--- config.mk ---
export PLATFORM = sky130hd
export DESIGN_NAME = sff_ctrl
export DESIGN_NICKNAME = d
export VERILOG_FILES = /design/src/hdl/sff_pkg.sv /design/src/hdl/sff_ctrl.sv
export SDC_FILE = /design/constraint.sdc
export NUM_CORES = 1
export LEC_CHECK = 0
export BUFFER_PORTS_ARGS = -buffer_cell sky130_fd_sc_hd__buf_2
export CORE_MARGIN = 4
export CORE_UTILIZATION = 35
export CTS_BUF_LIST = sky130_fd_sc_hd__clkbuf_8
export CTS_CLUSTER_DIAMETER = 50
export CTS_CLUSTER_SIZE = 30
export DETAILED_ROUTE_END_ITERATION = 10
export PLACE_DENSITY = 0.74
export SYNTH_ARGS = -nofsm -noshare
export SYNTH_HDL_FRONTEND = slang
export SYNTH_SLANG_ARGS = --single-unit
--- constraint.sdc ---
create_clock -name clk -period 4.7 [get_ports clk]
set_clock_uncertainty 0.05 [all_clocks]
set_input_delay 0.235 -clock clk [delete_from_list [all_inputs] [get_ports clk]]
set_output_delay 0.235 -clock clk [all_outputs]
set_load 0.1 [all_outputs]
--- src/hdl/sff_pkg.sv ---
// Shared types and constants for the smallest factor sieve factorizer.
`default_nettype none
package sff_pkg;

	localparam int TABLE_SIZE = 4096;
	localparam int ADDR_W     = $clog2(TABLE_SIZE);
	localparam int VAL_W      = 12;
	localparam int EXP_W      = 4;
	localparam int DC_W       = 6;
	localparam int ST_W       = 2;
	localparam int MAX_PRIMES = 7;
	localparam int CNT_W      = 3;
	localparam int SQ_W       = 2 * VAL_W;

	localparam logic CMD_BUILD  = 1'b0;
	localparam logic CMD_FACTOR = 1'b1;

	localparam logic [ST_W-1:0] STAT_OK       = 2'd0;
	localparam logic [ST_W-1:0] STAT_RANGE    = 2'd1;
	localparam logic [ST_W-1:0] STAT_NOTBUILT = 2'd2;

	typedef enum logic [3:0] {
		ST_IDLE,
		ST_CLR,
		ST_SV_RD,
		ST_SV_CHK,
		ST_IN_RD,
		ST_IN_CHK,
		ST_FZ_RD,
		ST_FZ_CHK,
		ST_FZ_DIV,
		ST_DC,
		ST_EMIT
	} sff_state_t;

	typedef struct packed {
		logic accept;
		logic clr_wr;
		logic i_wr;
		logic i_next;
		logic in_start;
		logic j_wr;
		logic j_next;
		logic rd_j;
		logic rd_x;
		logic fz_take;
		logic x_load;
		logic build_done;
		logic dc_step;
		logic emit_step;
	} sff_cmd_t;

	typedef struct packed {
		logic in_build;
		logic in_simple;
		logic lim_small;
		logic clr_last;
		logic rd_zero;
		logic sq_in;
		logic i_last;
		logic j_over;
		logic fz_stop;
		logic div_done;
		logic x_more;
		logic k_last;
		logic out_free;
	} sff_stat_t;

endpackage
`default_nettype wire

--- src/hdl/sff_ctrl.sv ---
// Controller state machine sequencing build, factorization and result output.
`default_nettype none
module sff_ctrl (
	input  wire logic               clk,
	input  wire logic               arst_n,
	input  wire logic               in_valid,
	output logic                    in_ready,
	input  wire sff_pkg::sff_stat_t stat,
	output sff_pkg::sff_cmd_t       cmd,
	output sff_pkg::sff_state_t     state
);
	import sff_pkg::*;

	sff_state_t state_q;
	sff_state_t state_d;

	always_ff @(posedge clk or negedge arst_n) begin
		if (!arst_n) begin
			state_q <= ST_IDLE;
		end else begin
			state_q <= state_d;
		end
	end

	always_comb begin
		state_d = state_q;
		case (state_q)
			ST_IDLE: begin
				if (in_valid) begin
					if (stat.in_build) begin
						state_d = ST_CLR;
					end else if (stat.in_simple) begin
						state_d = ST_EMIT;
					end else begin
						state_d = ST_FZ_RD;
					end
				end
			end
			ST_CLR: begin
				if (stat.lim_small) begin
					state_d = ST_EMIT;
				end else if (stat.clr_last) begin
					state_d = ST_SV_RD;
				end
			end
			ST_SV_RD:  state_d = ST_SV_CHK;
			ST_SV_CHK: begin
				if (stat.rd_zero && stat.sq_in) begin
					state_d = ST_IN_RD;
				end else if (stat.i_last) begin
					state_d = ST_EMIT;
				end else begin
					state_d = ST_SV_RD;
				end
			end
			ST_IN_RD:  state_d = ST_IN_CHK;
			ST_IN_CHK: begin
				if (!stat.j_over) begin
					state_d = ST_IN_RD;
				end else if (stat.i_last) begin
					state_d = ST_EMIT;
				end else begin
					state_d = ST_SV_RD;
				end
			end
			ST_FZ_RD:  state_d = ST_FZ_CHK;
			ST_FZ_CHK: state_d = stat.fz_stop ? ST_DC : ST_FZ_DIV;
			ST_FZ_DIV: begin
				if (stat.div_done) begin
					state_d = stat.x_more ? ST_FZ_RD : ST_DC;
				end
			end
			ST_DC: begin
				if (stat.k_last) begin
					state_d = ST_EMIT;
				end
			end
			ST_EMIT: begin
				if (stat.out_free && stat.k_last) begin
					state_d = ST_IDLE;
				end
			end
			default: state_d = ST_IDLE;
		endcase
	end

	always_comb begin
		cmd      = '0;
		in_ready = 1'b0;
		case (state_q)
			ST_IDLE: begin
				in_ready   = 1'b1;
				cmd.accept = in_valid;
			end
			ST_CLR: begin
				cmd.clr_wr     = !stat.lim_small;
				cmd.build_done = stat.lim_small;
			end
			ST_SV_CHK: begin
				cmd.i_wr       = stat.rd_zero;
				cmd.in_start   = stat.rd_zero && stat.sq_in;
				cmd.i_next     = !(stat.rd_zero && stat.sq_in) && !stat.i_last;
				cmd.build_done = !(stat.rd_zero && stat.sq_in) && stat.i_last;
			end
			ST_IN_RD: cmd.rd_j = 1'b1;
			ST_IN_CHK: begin
				cmd.j_wr       = stat.rd_zero;
				cmd.j_next     = !stat.j_over;
				cmd.i_next     = stat.j_over && !stat.i_last;
				cmd.build_done = stat.j_over && stat.i_last;
			end
			ST_FZ_RD:  cmd.rd_x = 1'b1;
			ST_FZ_CHK: cmd.fz_take = !stat.fz_stop;
			ST_FZ_DIV: cmd.x_load = stat.div_done;
			ST_DC:     cmd.dc_step = 1'b1;
			ST_EMIT:   cmd.emit_step = stat.out_free;
			default: begin
				cmd = '0;
			end
		endcase
	end

	assign state = state_q;
endmodule
`default_nettype wire

==> summary.txt, run 1 <==
commonest non-fill, non-tap cell in the layout -> buf_2
post-synthesis cell type count -> 28
fin crit share -> 0.5001
slowest CP cell -> dfrtp_1
Die ar. -> 2246 um^2
Syn Inst Count -> 75
Syn Area/Cell -> 7.240 um^2
final antenna diode count -> 0
Final Non-Filler Cells -> 124
placed cell count -> 120
fin crit period -> 2351 ps
vias in the first global route -> 532
# resized after CTS -> 0
DR WL/cell -> 12.23 um
CORE AREA -> 1383 um^2
worst r2r src -> state[0]$_DFFE_PN0P_
Port Buf Inserts -> 34
CP most frequent cell -> a32o_1
Seq cells post-synth -> 4
Startpoint Class -> flip-flop
DP Wirelength -> 1237 um
remaining global-route overflow -> 0
H-tree levels -> 1
Clock Tree Buf Depth -> 2
Critical Path AT -> 2070 ps
routability cong. -> 0.8431
Final ANT Viol Nets -> 0
Clock Sinks -> 4
nets -> 127
initial antenna violation count -> 0
register area share after synthesis -> 0.1843
nature of the critical path endpoint -> primary output
first-pass GRT wire length -> 2187 um
layout filler cell count -> 130
Boundary Pins -> 35
initial core utilization -> 0.3928
outcome -> finished clean
routed via count -> 650
RR Endpoint -> state[0]$_DFFE_PN0P_
total CTS buffers -> 3
total negative setup slack -> 0 ps
largest net degree at the start of global routing -> 17
Req. time, crit path -> 4410 ps
Max-slew headroom -> 0.6161
setup bufs post-CTS -> 0
post-synth net total -> 91
DIE WIDTH -> 47.39 um
R2R setup slack -> 2690 ps
most frequent cells in the layout -> buf_2 (34), nand2_1 (9), nor2b_1 (7), nor2_1 (7), a21oi_1 (6)
First-pass DRT Iterations -> 4
row count -> 13
final hold vios -> 0
vias per cell -> 5.242
worst slew pin tran -> 571.2 ps
total global-route track usage -> 0.1353
Setup Crit Path Kind -> reg -> out
CP max stage delay -> 610 ps
Synth-to-Final Area Change -> 39.86%
Max Clock Freq -> 0.4254 GHz
Ys Warns -> 0
share of layout cells above drive strength 1 -> 0.3761
Skew-Pair Late Insertion Delay -> 210 ps
critical-path maximum fanout -> 16
# DRC -> 0
clock transition at the registers of the reported paths -> 30 ps
fin. max-slew vios -> 0
Die Y -> 47.39 um
RSZ-0062 raised after global routing -> no
Post-Route WL -> 1517 um
Initial DRC Count -> 15
Cell Area, Synth -> 543.0 um^2
Reg2Reg Depth -> 4
max reg flops -> 4
Root Driver -> clkbuf_8
Max-Cap Viols -> 0
HP Class -> in -> async
crit path cell chain -> nor2b_1 -> a32o_1 -> a32o_1 -> buf_2
number of setup violations in the final report -> 0
CTS tree -> built
cell usage after synthesis:
cell	count	area, um^2
nand2_1	9	33.78
nor2_1	7	26.28
nor2b_1	7	43.79
a21oi_1	6	30.03
and2_1	5	31.28
inv_1	5	18.77
and3_1	4	25.02
dfrtp_1	4	100.1
nand3_1	4	20.02
o21ai_0	4	20.02
a32o_1	2	20.02
buf_4	2	15.01
a211o_1	1	8.760
a22o_1	1	8.760
a311oi_1	1	8.760
a31oi_1	1	6.260
a32oi_2	1	16.27
and4bb_1	1	12.51
buf_2	1	5.000
clkbuf_1	1	3.750
mux2_4	1	15.01
nand2b_1	1	6.260
nor4_2	1	12.51
nor4b_1	1	8.760
o21ai_1	1	5.000
o22ai_1	1	6.260
o311ai_4	1	26.28
or3b_1	1	8.760
per-stage QoR:
stage	cell area, um^2	utilization	setup slack [ps]	hold slack [ps]
2_1_floorplan	543.0	-	506.5	-110.6
3_3_place_gp	708.2	0.5122	2642	-9.507
3_5_place_dp	708.2	0.5122	2588	-7.689
4_1_cts	759.5	0.5493	2351	312.3
5_1_grt	759.5	0.5493	2237	341.3
6_report	759.5	0.5493	2349	316.9
critical path: cells and delay by family, from the launching register on:
family	cells	cell delay, ps
compound gates	2	390
buf+inv	1	430
flops	1	610
simple gates	1	410
routing by layer:
metal  track usage  share of wire
met5             0              0
met4       0.01657              0
met3       0.05364          0.063
met2        0.2166           0.48
met1        0.1753           0.46
worst max path at each step:
| stage | from | to | slack, ps | cells after the start |
|---|---|---|---|---|
| 2_1_floorplan | state[3]$_DFFE_PN0P_ | cmd[13] | 510 | 3 |
| 3_3_place_gp | state[0]$_DFFE_PN0P_ | cmd[2] | 2640 | 4 |
| 3_5_place_dp | state[0]$_DFFE_PN0P_ | cmd[2] | 2590 | 4 |
| 4_1_cts | state[0]$_DFFE_PN0P_ | cmd[2] | 2350 | 4 |
| 5_1_grt | state[0]$_DFFE_PN0P_ | cmd[2] | 2240 | 4 |
| 6_report | state[0]$_DFFE_PN0P_ | cmd[2] | 2350 | 4 |
cell type report:
cell class                      instances  area (um^2)  share of cell area
Tap cell                               15        18.77             0.02471
Inverter                                5        18.77             0.02471
Clock buffer                            3        41.29             0.05437
Sequential cell                         4        100.1              0.1318
Timing Repair Buffer                   35        180.2              0.2372
Multi-Input combinational cell         62        400.4              0.5272
logic make-up (layout without fill, tap and decap cells):
family	count (synthesis)	after routing	synth area share
flops	4	4	0.1843
simple gates	41	41	0.4217
compound gates	20	20	0.2881
mux	1	1	0.02764
buf+inv	9	43	0.07832
what timing repair did:
action	in CTS	in global routing
setup endpoints to repair	0	0
endpoints found under the hold margin	4	0
hold buffers	1	0
Power of run 1 is not shown: default switching activity piles up to over one toggle a cycle in this logic, so the estimate is an artifact.
==> run 2, diff against run 1 <==
Settings changed: ABC_AREA set to 1, PLACE_DENSITY 0.74 to 0.75.
Clock period 4.7 ns to 1.95 ns, I/O delays scaled along.
==> run 2 against run 1 <==
- cell count grew 33%
- via count increased by 26%
- area after synthesis rose by 10%
- register-to-register slack worse by 2300 ps
==> summary.txt, run 2 <==
outcome -> finished clean
clock power share -> 0.091
largest net degree at the start of global routing -> 10 (-7)
Clock Sinks -> 4 (unchanged)
end-of-flow core utilization -> 0.6156 (+0.06625)
Int Power -> 0.0005811 W
DIE WIDTH -> 49.38 um (+4.2%)
initial core utilization -> 0.3844 (-0.008330)
commonest non-fill, non-tap cell in the layout -> buf_2
switching share of power -> 0.6865
initial antenna violation count -> 0 (unchanged)
worst slew pin tran -> 491.4 ps (-79.74 ps)
DP Wirelength -> 1582 um (+28%)
vias in the first global route -> 729 (+37%)
LEAKAGE -> 0.5296 nW
Cell Area, Synth -> 599.3 um^2 (+10%)
RSZ-0062 raised after global routing -> no
Synth top cells by count -> nand2_1 (33), nor2_1 (22), inv_1 (13), nand3_1 (9), nor2_2 (8)
row count -> 14 (+1)
final hold vios -> 0 (unchanged)
Clock Tree Buf Depth -> 2 (unchanged)
total negative setup slack -> 0 ps (unchanged)
total global-route track usage -> 0.1547 (+0.01944)
# DRC -> 0 (unchanged)
most frequent cells in the layout -> buf_2 (32), nand2_1 (29), nor2_1 (13)
post-synth net total -> 128 (+41%)
Comb pwr share -> 0.790
fin. max-slew vios -> 0 (unchanged)
Initial DRC Count -> 16 (+1)
vias per cell -> 4.982 (-5.0%)
post-synthesis cell type count -> 21 (-25%)
Placed Area -> 905.9 um^2 (+28%)
Setup Crit Path Kind -> reg -> out
nets -> 167 (+31%)
Synth area leaders -> nand2_1 (21%), dfrtp_1 (17%), nor2_1 (14%)
VDD IR max -> 1.455 mV
Synth-to-Final Area Change -> 60.13%
First-pass DRT Iterations -> 5 (+1)
Seq cells post-synth -> 4 (unchanged)
Root Driver -> clkbuf_8
Reg2Reg Depth -> 8 (+4)
Ys Warns -> 0 (unchanged)
CORE AREA -> 1559 um^2 (+13%)
Post-synth EDFFs -> 0 (unchanged)
first-pass GRT wire length -> 3049 um (+39%)
nature of the critical path endpoint -> primary output
sequential share of power -> 0.119
register area share after synthesis -> 0.1670 (-0.01732)
critical-path maximum fanout -> 7 (-9)
top-count cell post-synth -> nand2_1
CTS tree -> built
Final Cell Area -> 959.7 um^2 (+26%)
Syn Area/Cell -> 5.351 um^2 (-26%)
Post-Route WL -> 1878 um (+24%)
Startpoint Class -> flip-flop
Req. time, crit path -> 1800 ps (-2610 ps)
Max-slew headroom -> 0.6746 (+0.05858)
Die Y -> 49.38 um (+4.2%)
routed via count -> 822 (+26%)
H-tree levels -> 1 (unchanged)
post-synth top area share -> 0.2067 (+0.02235)
remaining global-route overflow -> 0 (unchanged)
Final ANT Viol Nets -> 0 (unchanged)
Critical Path AT -> 1690 ps (-380 ps)
Skew-Pair Late Insertion Delay -> 210 ps (about the same)
fin crit share -> 0.9429
Syn Inst Count -> 112 (+49%)
Die ar. -> 2438 um^2 (+8.6%)
DR WL/cell -> 11.38 um (-7.0%)
share of layout cells above drive strength 1 -> 0.5168 (+0.1406)
Max-Cap Viols -> 0 (unchanged)
HP Class -> in -> async
Synth Flop Type -> dfrtp_1
Yosys top cell by area -> nand2_1
number of setup violations in the final report -> 0 (unchanged)
Synth async-reset ratio -> 1.000 (unchanged)
switching pwr -> 0.001273 W
Max Clock Freq -> 0.5439 GHz
Boundary Pins -> 35 (unchanged)
max reg flops -> 4 (unchanged)
final antenna diode count -> 0 (unchanged)
routability cong. -> 0.9144 (+8.5%)
fin crit period -> 1839 ps
clock transition at the registers of the reported paths -> 30 ps (about the same)
total CTS buffers -> 3 (unchanged)
Port Buf Inserts -> 34 (unchanged)
Power Density -> 1932 nW/um^2
[run 2: cell types whose count changed in the layout (fill, tap and decap cells not counted), moves of 6 or more]
cell / before / now
nor2_1: 7 / 13
nor2b_1: 7 / 0
nor2_2: 0 / 12
nor2_4: 0 / 6
inv_1: 5 / 11
nand2_2: 0 / 7
nand2_1: 9 / 29
a21oi_1: 6 / 0
[run 2: kinds of logic (layout without fill, tap and decap cells)]
logic type | count (synthesis) | after routing | synth area share
buffers and inverters | 19 | 56 | 0.1315
AO/OA/AOI/OAI | 7 | 7 | 0.07308
flip-flops | 4 | 4 | 0.1670
AND/OR/NAND/NOR | 82 | 82 | 0.6284
[run 2: what timing repair did]
item,CTS,global route
hold buffers,1,0
endpoints found under the setup margin,0,2
hold endpoints to repair,4,0
resized for setup,0,1
setup buffers,0,0
[run 2: stage by stage]
stage	worst slack (ps)	power [W]	hold WS, ps	instances
floorplan	-186.0	0.001438	-248.1	112
global placement	316.4	0.001655	-148.1	161
detailed placement	295.0	0.001666	-141.2	161
CTS	67.79	0.001852	173.8	165
global route	38.76	0.001963	205.9	165
finish	111.4	0.001854	176.1	165
[run 2: layer usage]
layer  global-route usage  vias up  share of wire
met1               0.2044      364           0.42
met3             0.009174        2          0.084
met2               0.2634       37           0.49
met4              0.05530        0         0.0085
met5                    0        -              0
li1                     -      419              -
[run 2: path summary, 6_finish.rpt]
| kind | from | endpoint | slack, ps |
|---|---|---|---|
| max in group asynchronous | arst_n | state[0]$_DFFE_PN0P_ | 1530 |
| min | arst_n | state[1]$_DFFE_PN0P_ | 180 |
| min reg2reg | state[0]$_DFFE_PN0P_ | state[0]$_DFFE_PN0P_ | 580 |
| max reg2reg | state[0]$_DFFE_PN0P_ | state[3]$_DFFE_PN0P_ | 360 |
| max | state[1]$_DFFE_PN0P_ | in_ready | 110 |
| min in group clk | stat[0] | state[1]$_DFFE_PN0P_ | 180 |
[run 2: layout make-up]
class	instances	area, um^2
fill	147	599.3
timing repair buffer	35	210.2
tap	16	20.02
clock buffer	3	41.29
inverter	18	71.32
multi-input combinational	89	501.7
sequential	4	115.1
[run 2: critical path, stage by stage, from the launching register on]
cell and delay (ps):
dfrtp_4 500, nor2_2 280, nand2_2 170, clkinvlp_4 110, buf_2 420
[run 2: power by group through the flow]
| stage | registers [W] | logic (W) | clock network, W |
|---|---|---|---|
| after floorplan | 0.000439 | 0.000999 | 0 |
| after detailed placement | 0.000220 | 0.00145 | 0 |
| after global routing | 0.000231 | 0.00156 | 0.000177 |
| after CTS | 0.000220 | 0.00146 | 0.000172 |
| final | 0.000221 | 0.00146 | 0.000169 |
| after global placement | 0.000215 | 0.00144 | 0 |
No activity file was read; power rests on OpenSTA's default activity.
==> run 3, diff against run 2 <==
Settings changed: ABC_AREA 1 to not set, PLACE_DENSITY 0.75 to 0.77.
==> run 3 against run 2 <==
- non-clock buffer count grew 8
- setup slack got worse by 3.7 ps
- via count down 6.8%
- count of clock-buffer cells in the layout did not move
- critical path depth unchanged
- sequential share of layout area fell by 2.0 points
- worst hold slack got worse by 1.8 ps
- global-route usage rose by 8.7 points
- first-iteration DRC count is 63% higher
- largest cell class unchanged
- highest routed layer unchanged
==> summary.txt, run 3 (synthesis results as in run 1) <==
vias per cell -> 5.803 (+16%)
number of setup violations in the final report -> 0 (unchanged)
clock transition at the registers of the reported paths -> 30 ps (about the same)
max reg flops -> 4 (unchanged)
fin crit share -> 0.9448 (+0.001887)
Boundary Pins -> 35 (unchanged)
routability cong. -> 0.9297 (+1.7%)
total CTS buffers -> 3 (unchanged)
routed via count -> 766 (-6.8%)
total negative setup slack -> 0 ps (unchanged)
Clock Tree Buf Depth -> 2 (unchanged)
Root Driver -> clkbuf_8
CP max stage delay -> 520 ps (+20 ps)
# DRC -> 0 (unchanged)
setup bufs post-CTS -> 0 (unchanged)
RSZ-0062 raised after global routing -> no
share of layout cells above drive strength 1 -> 0.5812 (+0.06442)
R2R setup slack -> 110 ps (-250 ps)
First-pass DRT Iterations -> 4 (-1)
worst slew pin tran -> 485.1 ps (-6.355 ps)
critical-path maximum fanout -> 11 (+4)
Reg2Reg Depth -> 4 (-4)
final worst setup slack -> 107.7 ps (-3.680 ps)
Die ar. -> 2246 um^2 (-7.9%)
initial antenna violation count -> 0 (unchanged)
Synth-to-Final Area Change -> 103.2%
Req. time, crit path -> 2000 ps (+200 ps)
placed cell count -> 128 (-20%)
nets -> 135 (-19%)
Post-Route WL -> 2250 um (+20%)
RR Endpoint -> state[0]$_DFFE_PN0P_
nature of the critical path endpoint -> flip-flop
final hold vios -> 0 (unchanged)
worst r2r src -> state[2]$_DFFE_PN0P_
Critical Path AT -> 1890 ps (+200 ps)
Final Non-Filler Cells -> 132 (-20%)
DIE WIDTH -> 47.39 um (-4.0%)
DR WL/cell -> 17.05 um (+50%)
Initial DRC Count -> 26 (+10)
final antenna diode count -> 0 (unchanged)
largest net degree at the start of global routing -> 12 (+2)
Die Y -> 47.39 um (-4.0%)
total global-route track usage -> 0.2413 (+0.08660)
Startpoint Class -> flip-flop
first-pass GRT wire length -> 3808 um (+25%)
vias in the first global route -> 797 (+9.3%)
fin crit period -> 1842 ps (+3.680 ps)
fin. max-slew vios -> 0 (unchanged)
Skew-Pair Late Insertion Delay -> 220 ps (about the same)
remaining global-route overflow -> 0 (unchanged)
Final ANT Viol Nets -> 0 (unchanged)
CORE AREA -> 1383 um^2 (-11%)
Max Clock Freq -> 0.5428 GHz (-0.20%)
Clock Sinks -> 4 (unchanged)
H-tree levels -> 1 (unchanged)
CTS tree -> built
commonest non-fill, non-tap cell in the layout -> buf_2
most frequent cells in the layout -> buf_2 (20), buf_12 (14), nand2_1 (9)
Port Buf Inserts -> 34 (unchanged)
row count -> 13 (-1)
Setup Crit Path Kind -> reg -> reg
pre-CTS setup slack -> 125.3 ps (-169.7 ps)
DP Wirelength -> 1751 um (+11%)
outcome -> finished clean
HP Class -> in -> async
Max-slew headroom -> 0.6788 (+0.004207)
minimum hold slack -> 174.3 ps (-1.777 ps)
crit path cell chain -> or3b_1 -> a211o_1 -> o311ai_4 -> mux2_4
initial core utilization -> 0.3928 (+0.008330)
Max-Cap Viols -> 0 (unchanged)
slowest CP cell -> dfrtp_4
layout filler cell count -> 67 (-54%)
[run 3: cell count changes in the layout (fill, tap and decap cells not counted), moves of 5 or more]
cell     before  now
nor2b_1       0    5
inv_2         5    0
buf_2        32   20
nand3_1       9    4
nand2_1      29    9
a21oi_1       0    6
nand2_2       7    0
buf_12        2   14
nor2_2       12    0
nor2_1       13    4
inv_1        11    5
and2_2        0    5
buf_4         0    8
[run 3: worst max-delay path: cells and delay by family, from the launching register on]
kind | cells | cell delay (ps)
compound gates | 2 | 420
flops | 1 | 520
mux | 1 | 330
simple gates | 1 | 390
[run 3: cell type report]
| type | count | area (um^2) | share of cell area |
|---|---|---|---|
| tap | 15 | 18.77 | 0.01701 |
| inverter | 5 | 18.77 | 0.01701 |
| clock buffer | 3 | 41.29 | 0.03741 |
| multi-input combinational | 62 | 464.2 | 0.4206 |
| timing repair buffer | 43 | 450.4 | 0.4082 |
| sequential | 4 | 110.1 | 0.09977 |
[run 3: per-layer routing]
metal,global-route usage,wire length (um),vias up
met4,0.1050,72,0
li1,-,-,352
met3,0.04981,194,9
met5,0,0,-
met2,0.3904,1149,51
met1,0.3061,834,354
[run 3: metrics by stage]
| step | util | instance area [um^2] |
|---|---|---|
| 2_1_floorplan | - | 618.1 |
| 3_3_place_gp | 0.7593 | 1050 |
| 3_5_place_dp | 0.7593 | 1050 |
| 4_1_cts | 0.7964 | 1101 |
| 5_1_grt | 0.7982 | 1104 |
| 6_report | 0.7982 | 1104 |
[run 3: what timing repair did]
action                                 4_1_cts  5_1_grt
resized for setup                            0        1
hold buffers                                 1        0
setup endpoints to repair                    0        5
endpoints found under the hold margin        4        0
[run 3: worst max-delay path by stage]
stage / start / endpoint / depth (start not counted)
3_3_place_gp: state[2]$_DFFE_PN0P_ / state[0]$_DFFE_PN0P_ / 4
3_5_place_dp: state[2]$_DFFE_PN0P_ / state[0]$_DFFE_PN0P_ / 4
4_1_cts: state[1]$_DFFE_PN0P_ / cmd[13] / 5
5_1_grt: state[0]$_DFFE_PN0P_ / cmd[13] / 5
2_1_floorplan: state[2]$_DFFE_PN0P_ / cmd[13] / 3
6_report: state[2]$_DFFE_PN0P_ / state[0]$_DFFE_PN0P_ / 4
Power of run 3 is left out for the same reason.
